==> config.mk <==
export PLATFORM = sky130hd
export DESIGN_NAME = sha_round
export DESIGN_NICKNAME = d
export VERILOG_FILES = /design/src/rtl/sha_pkg.sv /design/src/rtl/sha_round.sv
export SDC_FILE = /design/constraint.sdc
export NUM_CORES = 2
export LEC_CHECK = 0
export BUFFER_PORTS_ARGS = -buffer_cell sky130_fd_sc_hd__buf_2
export CORE_MARGIN = 3
export CORE_UTILIZATION = 45
export CTS_CLUSTER_SIZE = 28
export DETAILED_ROUTE_END_ITERATION = 10
export PLACE_DENSITY = 0.7
export SYNTH_ARGS = -nofsm -noshare
export SYNTH_HDL_FRONTEND = slang
export SYNTH_SLANG_ARGS = --single-unit
==> constraint.sdc <==
create_clock -name clk -period 17.88 [get_ports clk]
set_input_delay 3.576 -clock clk [delete_from_list [all_inputs] [get_ports clk]]
set_output_delay 3.576 -clock clk [all_outputs]
set_load 0.02 [all_outputs]
==> src/rtl/sha_pkg.sv <==
// ----------------------------------------------------------------------------
// sha_pkg
// shared types and constants of the sha-256 hash engine
// ----------------------------------------------------------------------------
package sha_pkg;

	localparam int unsigned DigestWords = 8;
	localparam int unsigned BlockBytes  = 64;
	localparam int unsigned LengthPos   = 56;
	localparam logic [7:0]  PadByte     = 8'h80;

	typedef struct packed {
		logic [7:0] data_byte;
		logic       has_byte;
		logic       last;
	} in_item_t;

	typedef struct packed {
		logic [31:0] digest_word;
		logic [2:0]  word_index;
		logic        last_word;
	} out_item_t;

	typedef logic [7:0][31:0] hash_t;

	localparam hash_t StartHash = {
		32'h5BE0CD19, 32'h1F83D9AB, 32'h9B05688C, 32'h510E527F,
		32'hA54FF53A, 32'h3C6EF372, 32'hBB67AE85, 32'h6A09E667
	};

	function automatic logic [31:0] round_k(input logic [5:0] r);
		logic [31:0] k;
		case (r)
			6'd0: k = 32'h428A2F98; 6'd1: k = 32'h71374491;
			6'd2: k = 32'hB5C0FBCF; 6'd3: k = 32'hE9B5DBA5;
			6'd4: k = 32'h3956C25B; 6'd5: k = 32'h59F111F1;
			6'd6: k = 32'h923F82A4; 6'd7: k = 32'hAB1C5ED5;
			6'd8: k = 32'hD807AA98; 6'd9: k = 32'h12835B01;
			6'd10: k = 32'h243185BE; 6'd11: k = 32'h550C7DC3;
			6'd12: k = 32'h72BE5D74; 6'd13: k = 32'h80DEB1FE;
			6'd14: k = 32'h9BDC06A7; 6'd15: k = 32'hC19BF174;
			6'd16: k = 32'hE49B69C1; 6'd17: k = 32'hEFBE4786;
			6'd18: k = 32'h0FC19DC6; 6'd19: k = 32'h240CA1CC;
			6'd20: k = 32'h2DE92C6F; 6'd21: k = 32'h4A7484AA;
			6'd22: k = 32'h5CB0A9DC; 6'd23: k = 32'h76F988DA;
			6'd24: k = 32'h983E5152; 6'd25: k = 32'hA831C66D;
			6'd26: k = 32'hB00327C8; 6'd27: k = 32'hBF597FC7;
			6'd28: k = 32'hC6E00BF3; 6'd29: k = 32'hD5A79147;
			6'd30: k = 32'h06CA6351; 6'd31: k = 32'h14292967;
			6'd32: k = 32'h27B70A85; 6'd33: k = 32'h2E1B2138;
			6'd34: k = 32'h4D2C6DFC; 6'd35: k = 32'h53380D13;
			6'd36: k = 32'h650A7354; 6'd37: k = 32'h766A0ABB;
			6'd38: k = 32'h81C2C92E; 6'd39: k = 32'h92722C85;
			6'd40: k = 32'hA2BFE8A1; 6'd41: k = 32'hA81A664B;
			6'd42: k = 32'hC24B8B70; 6'd43: k = 32'hC76C51A3;
			6'd44: k = 32'hD192E819; 6'd45: k = 32'hD6990624;
			6'd46: k = 32'hF40E3585; 6'd47: k = 32'h106AA070;
			6'd48: k = 32'h19A4C116; 6'd49: k = 32'h1E376C08;
			6'd50: k = 32'h2748774C; 6'd51: k = 32'h34B0BCB5;
			6'd52: k = 32'h391C0CB3; 6'd53: k = 32'h4ED8AA4A;
			6'd54: k = 32'h5B9CCA4F; 6'd55: k = 32'h682E6FF3;
			6'd56: k = 32'h748F82EE; 6'd57: k = 32'h78A5636F;
			6'd58: k = 32'h84C87814; 6'd59: k = 32'h8CC70208;
			6'd60: k = 32'h90BEFFFA; 6'd61: k = 32'hA4506CEB;
			6'd62: k = 32'hBEF9A3F7; 6'd63: k = 32'hC67178F2;
			default: k = 32'h0;
		endcase
		return k;
	endfunction

	typedef enum logic [5:0] {
		ST_IDLE  = 6'b000001,
		ST_LOAD  = 6'b000010,
		ST_ROUND = 6'b000100,
		ST_ADD   = 6'b001000,
		ST_PAD   = 6'b010000,
		ST_OUT   = 6'b100000
	} state_t;

	// control from the sequencer to the round unit
	typedef struct packed {
		logic       start;
		logic       load;
		logic [3:0] load_idx;
		logic [31:0] load_word;
		logic       step;
		logic [5:0] round;
		logic       fold;
		logic       init;
	} round_ctl_t;

endpackage

==> src/rtl/sha_round.sv <==
// ----------------------------------------------------------------------------
// sha_round
// one sha-256 round per cycle while step is set, over a rolling 16-word schedule
// ----------------------------------------------------------------------------
module sha_round (
	input  logic                clk,
	input  logic                arst_n,
	input  sha_pkg::round_ctl_t ctl,
	output sha_pkg::hash_t      hash
);
	sha_pkg::hash_t hash_q;
	sha_pkg::hash_t work_q;
	logic [15:0][31:0] win_q;

	logic [31:0] x, y, w, t1, t2, e, a;
	logic [3:0]  r4;

	function automatic logic [31:0] ror(input logic [31:0] v, input int n);
		return (v >> n) | (v << (32 - n));
	endfunction

	always_comb begin
		r4 = ctl.round[3:0];
		x  = win_q[r4 + 4'd1];
		y  = win_q[r4 + 4'd14];
		if (ctl.round < 6'd16) begin
			w = win_q[r4];
		end else begin
			w = win_q[r4] + (ror(x, 7) ^ ror(x, 18) ^ (x >> 3)) + win_q[r4 + 4'd9]
				+ (ror(y, 17) ^ ror(y, 19) ^ (y >> 10));
		end
		e  = work_q[4];
		a  = work_q[0];
		t1 = work_q[7] + (ror(e, 6) ^ ror(e, 11) ^ ror(e, 25))
			+ ((e & work_q[5]) ^ (~e & work_q[6])) + sha_pkg::round_k(ctl.round) + w;
		t2 = (ror(a, 2) ^ ror(a, 13) ^ ror(a, 22))
			+ ((a & work_q[1]) ^ (a & work_q[2]) ^ (work_q[1] & work_q[2]));
	end

	always_ff @(posedge clk or negedge arst_n) begin
		if (!arst_n) begin
			hash_q <= sha_pkg::StartHash;
		end else if (ctl.init) begin
			hash_q <= sha_pkg::StartHash;
		end else if (ctl.fold) begin
			for (int i = 0; i < 8; i++) hash_q[i] <= hash_q[i] + work_q[i];
		end
	end

	always_ff @(posedge clk) begin
		if (ctl.load) win_q[ctl.load_idx] <= ctl.load_word;
		if (ctl.start) work_q <= hash_q;
		if (ctl.step) begin
			win_q[r4] <= w;
			for (int i = 1; i < 8; i++) work_q[i] <= work_q[i-1];
			work_q[4] <= work_q[3] + t1;
			work_q[0] <= t1 + t2;
		end
	end

	assign hash = hash_q;
endmodule

==> flow_summary_export.csv <==
group,metric,value,unit
grt,grt_pass1_vias,68700,
setup_path,rrSetupSlack,5.33,ns
setup_path,crit_path_top_delay_cell,"ha_4",
cts,tritoncts,"done",
timing,layout_min_cycle_time,16.36,ns
cts,cts.clk_slew.worst_paths,0.06,ns
die,floorplan.rows,156,
drt,wire_per_inst,29.6,um
yosys,syn-mean-instance-area,9.73,um^2
final_layout,layout.nets,9139,
grt,largest_net_degree_at_the_start_of_global_routing,133,
yosys,synth_top_family_by_area,"multiplexers",
setup_path,endpoint_kind,"flop",
setup_path,crit-reg2reg-launch,"win_q[197]",
die,num_io_pins,305,
yosys,yosys-top-cells-area,"dfxtp_1, mux4_2, edfxtp_1, mux2i_1, ha_1",
drt,antenna_violating_nets_post_route,0,
place,gp_congestion,1.00,
grt,global_route_wire_length_before_repair,472000,um
cts,clock_tree.htree_level_count,3,
die,design.die.area,0.189,mm^2
yosys,xor_xnor_fraction_of_synth_area,5.80,%
yosys,yosys.area_share.simple,9.65,%
yosys,synth_cell_type_count,86,
die,starting_utilization_of_the_core_area,45.5,%
yosys,compound_gate_portion_of_the_synthesized_area,15.7,%
yosys,synth.top_cell.area_share,12.4,%
yosys,number_of_enable_type_register_cells_in_the_synthesized_netlist,256,
grt,grt.overflow.total,0,
place,hpwl_after_detailed_placement,228000,um
cts,root_buffer,"clkbuf_16",
cts,clock_insertion_delay_worst_skew,0.81,ns
worst_hold_path,hp-start,"hash[134]",
timing,report.final.setup_viol,0,
timing,grt_setup_unrepaired,"false",
yosys,ys.warnings.count,0,
setup_path,reg2regPathDepth,44,
worst_hold_path,hp-class,"reg2reg",
yosys,synthAdderAreaFrac,10.9,%
drt,length_of_the_first_detailed_routing_pass_in_iterations,7,
setup_path,cp.required,18.42,ns
cts,cts.repair_timing.setup_buffer_count,0,
yosys,synth.mux.area_fraction,23.3,%
timing,tns,0,ns
yosys,synth.top_cells.by_count,"a21oi_1, nor2_1, nand2_1",
yosys,post-synth-top-count-cell,"a21oi_1",
drt,vias,72100,
setup_path,timing.critical_path.fanout_max,40,
yosys,register_bit_total_from_synthesis,1024,
drt,drc,0,
drt,drt_first_iter_violations,9246,
yosys,synth_cells,8493,
timing,timing.max_slew.rel_slack,15.2,%
setup_path,worstSetupPathType,"in2reg",
yosys,synth_nets,9140,
timing,clock_skew,0.0295,ns
grt,overall_global_routing_usage,33.7,%
setup_path,critPathArrivalTime,16.91,ns
setup_path,crit_start,"ctl[2]",
timing,max_slew.worst_pin.slew,1.27,ns
cts,clock_path_buffers,3,
yosys,yosys_top_cell_by_area,"dfxtp_1",
status,run_status,"completed",
run,drv_cap,0,
timing,timing.final.hold_violations,0,
timing,period_share,91.5,%
yosys,seq_area_frac_synth,29.7,%
setup_path,r2r_end,"a[28]",
drt,wl,325000,um
cts,cts_hold_repair.buffers,0,
die,placeableCoreArea,0.182,mm^2
cts,cts_resized,0,
cts,cts-buffers-inserted,119,
worst_hold_path,hold-path-cell-count,2,
setup_path,critical_path.startpoint_type,"input pin",
cts,cts_num_sinks,1024,
final_layout,filler_cell_count,16400,
yosys,synth-async-reset-ratio,25.0,%
final_layout,synthToLayoutAreaGrowth,9.98,%
yosys,syn_area,0.0826,mm^2
yosys,synthFlopType,"dfxtp_1",
place,port-buffer-count,304,
die,die_width,434,um
drt,vias_per_cell,6.57,
setup_path,cpMostUsedCell,"inv_1",
worst_hold_path,hold_end,"hash[134]",
final_layout,final_layout_size_suffix_gt1_share,20.0,%
timing,maxClockFrequency,0.0611,GHz
grt,grt_antenna_before_repair,18,
timing,maxSlewViolCount,0,
die,die-height,434,um
setup_path,critPathMaxStageDelay,0.60,ns
registers in the layout, summed over array words and instances, names as in the netlist:
register and flops:
work_q 192, a 32, e 32, hash 256
win_q 512
routing by layer:
metal | up-vias | GRT usage, % | part of all wire, %
met1 | 35400 | 43.3 | 38
met5 | - | 0 | 0.027
li1 | 30900 | - | -
met3 | 1092 | 8.45 | 11
met2 | 4654 | 51.0 | 44
met4 | 16 | 20.5 | 7.3
layout by cell type, fill, tap and decap left out, drive strengths merged, types with 23 or more instances in the layout:
master  instances
and2           29
nand2b         52
a21o          181
o21ai         585
o22ai          32
fa            196
clkinv         39
a221oi         29
o31ai          26
dfxtp         512
nor3          100
nor2          607
o221ai         36
or3            31
xor2          183
xnor2         356
nand3          89
o21a           42
mux4          413
and3           41
dfstp         136
dfrtp         120
clkbuf        159
nand4          27
a21oi         695
a211o          62
a21boi         23
edfxtp        256
o211ai         45
buf           469
ha            402
a31oi          61
o21bai         51
nor2b         126
a211oi        120
mux2i         534
inv           481
mux2          407
nand2         604
cells by family after synthesis:
logic type                 after synthesis
AOI/OAI and AO/OA                     2125
xor gates and xnor gates               541
adders and majority gates              602
buffers and inverters                 1067
DFF                                   1024
muxes                                 1354
and+or+nand+nor                       1780
metrics by stage:
stage                     cell area [um^2]  util [%]  cells  setup slack [ns]  hold slack, ns
final                                90800      50.0  11000              1.52           0.523
after global routing                 90800      50.0  11000             0.929           0.550
after CTS                            90800      50.0  11000              1.78           0.519
after detailed placement             86500      47.7  10700             0.951           0.508
after global placement               86500      47.7  10700              1.12           0.501
after floorplan                      82600         -   8493             0.602           0.522
layout make-up:
| class | count | area [um^2] | share of cell area [%] |
|---|---|---|---|
| diodes | 14 | 35.0 | 0.0386 |
| inverters | 475 | 1790 | 1.97 |
| multi-input cells | 6402 | 54300 | 59.8 |
| clock inverters | 70 | 913 | 1.01 |
| well taps | 2370 | 2970 | 3.26 |
| repair buffers | 470 | 2920 | 3.21 |
| flip-flops and latches | 1024 | 24500 | 27.0 |
| clock buffers | 158 | 3390 | 3.73 |
critical path: cells and delay by family:
kind	cells	cell delay (ns)
multiplexers	3	1.32
adder cells (fa/ha/maj)	10	4.57
buffers and inverters	11	1.34
XOR/XNOR	3	0.82
AO/OA/AOI/OAI	15	4.02
AND/OR/NAND/NOR	6	1.20
how the worst max path moves through the flow:
stage                     depth (start not counted)  endpoint
after detailed placement                         48     a[28]
after floorplan                                  64     a[31]
after CTS                                        48     a[28]
after global placement                           48     a[28]
after global routing                             55     a[31]
final                                            48     a[28]
Power is not shown: default switching activity piles up to over one toggle a cycle in this logic, so the estimate is an artifact.
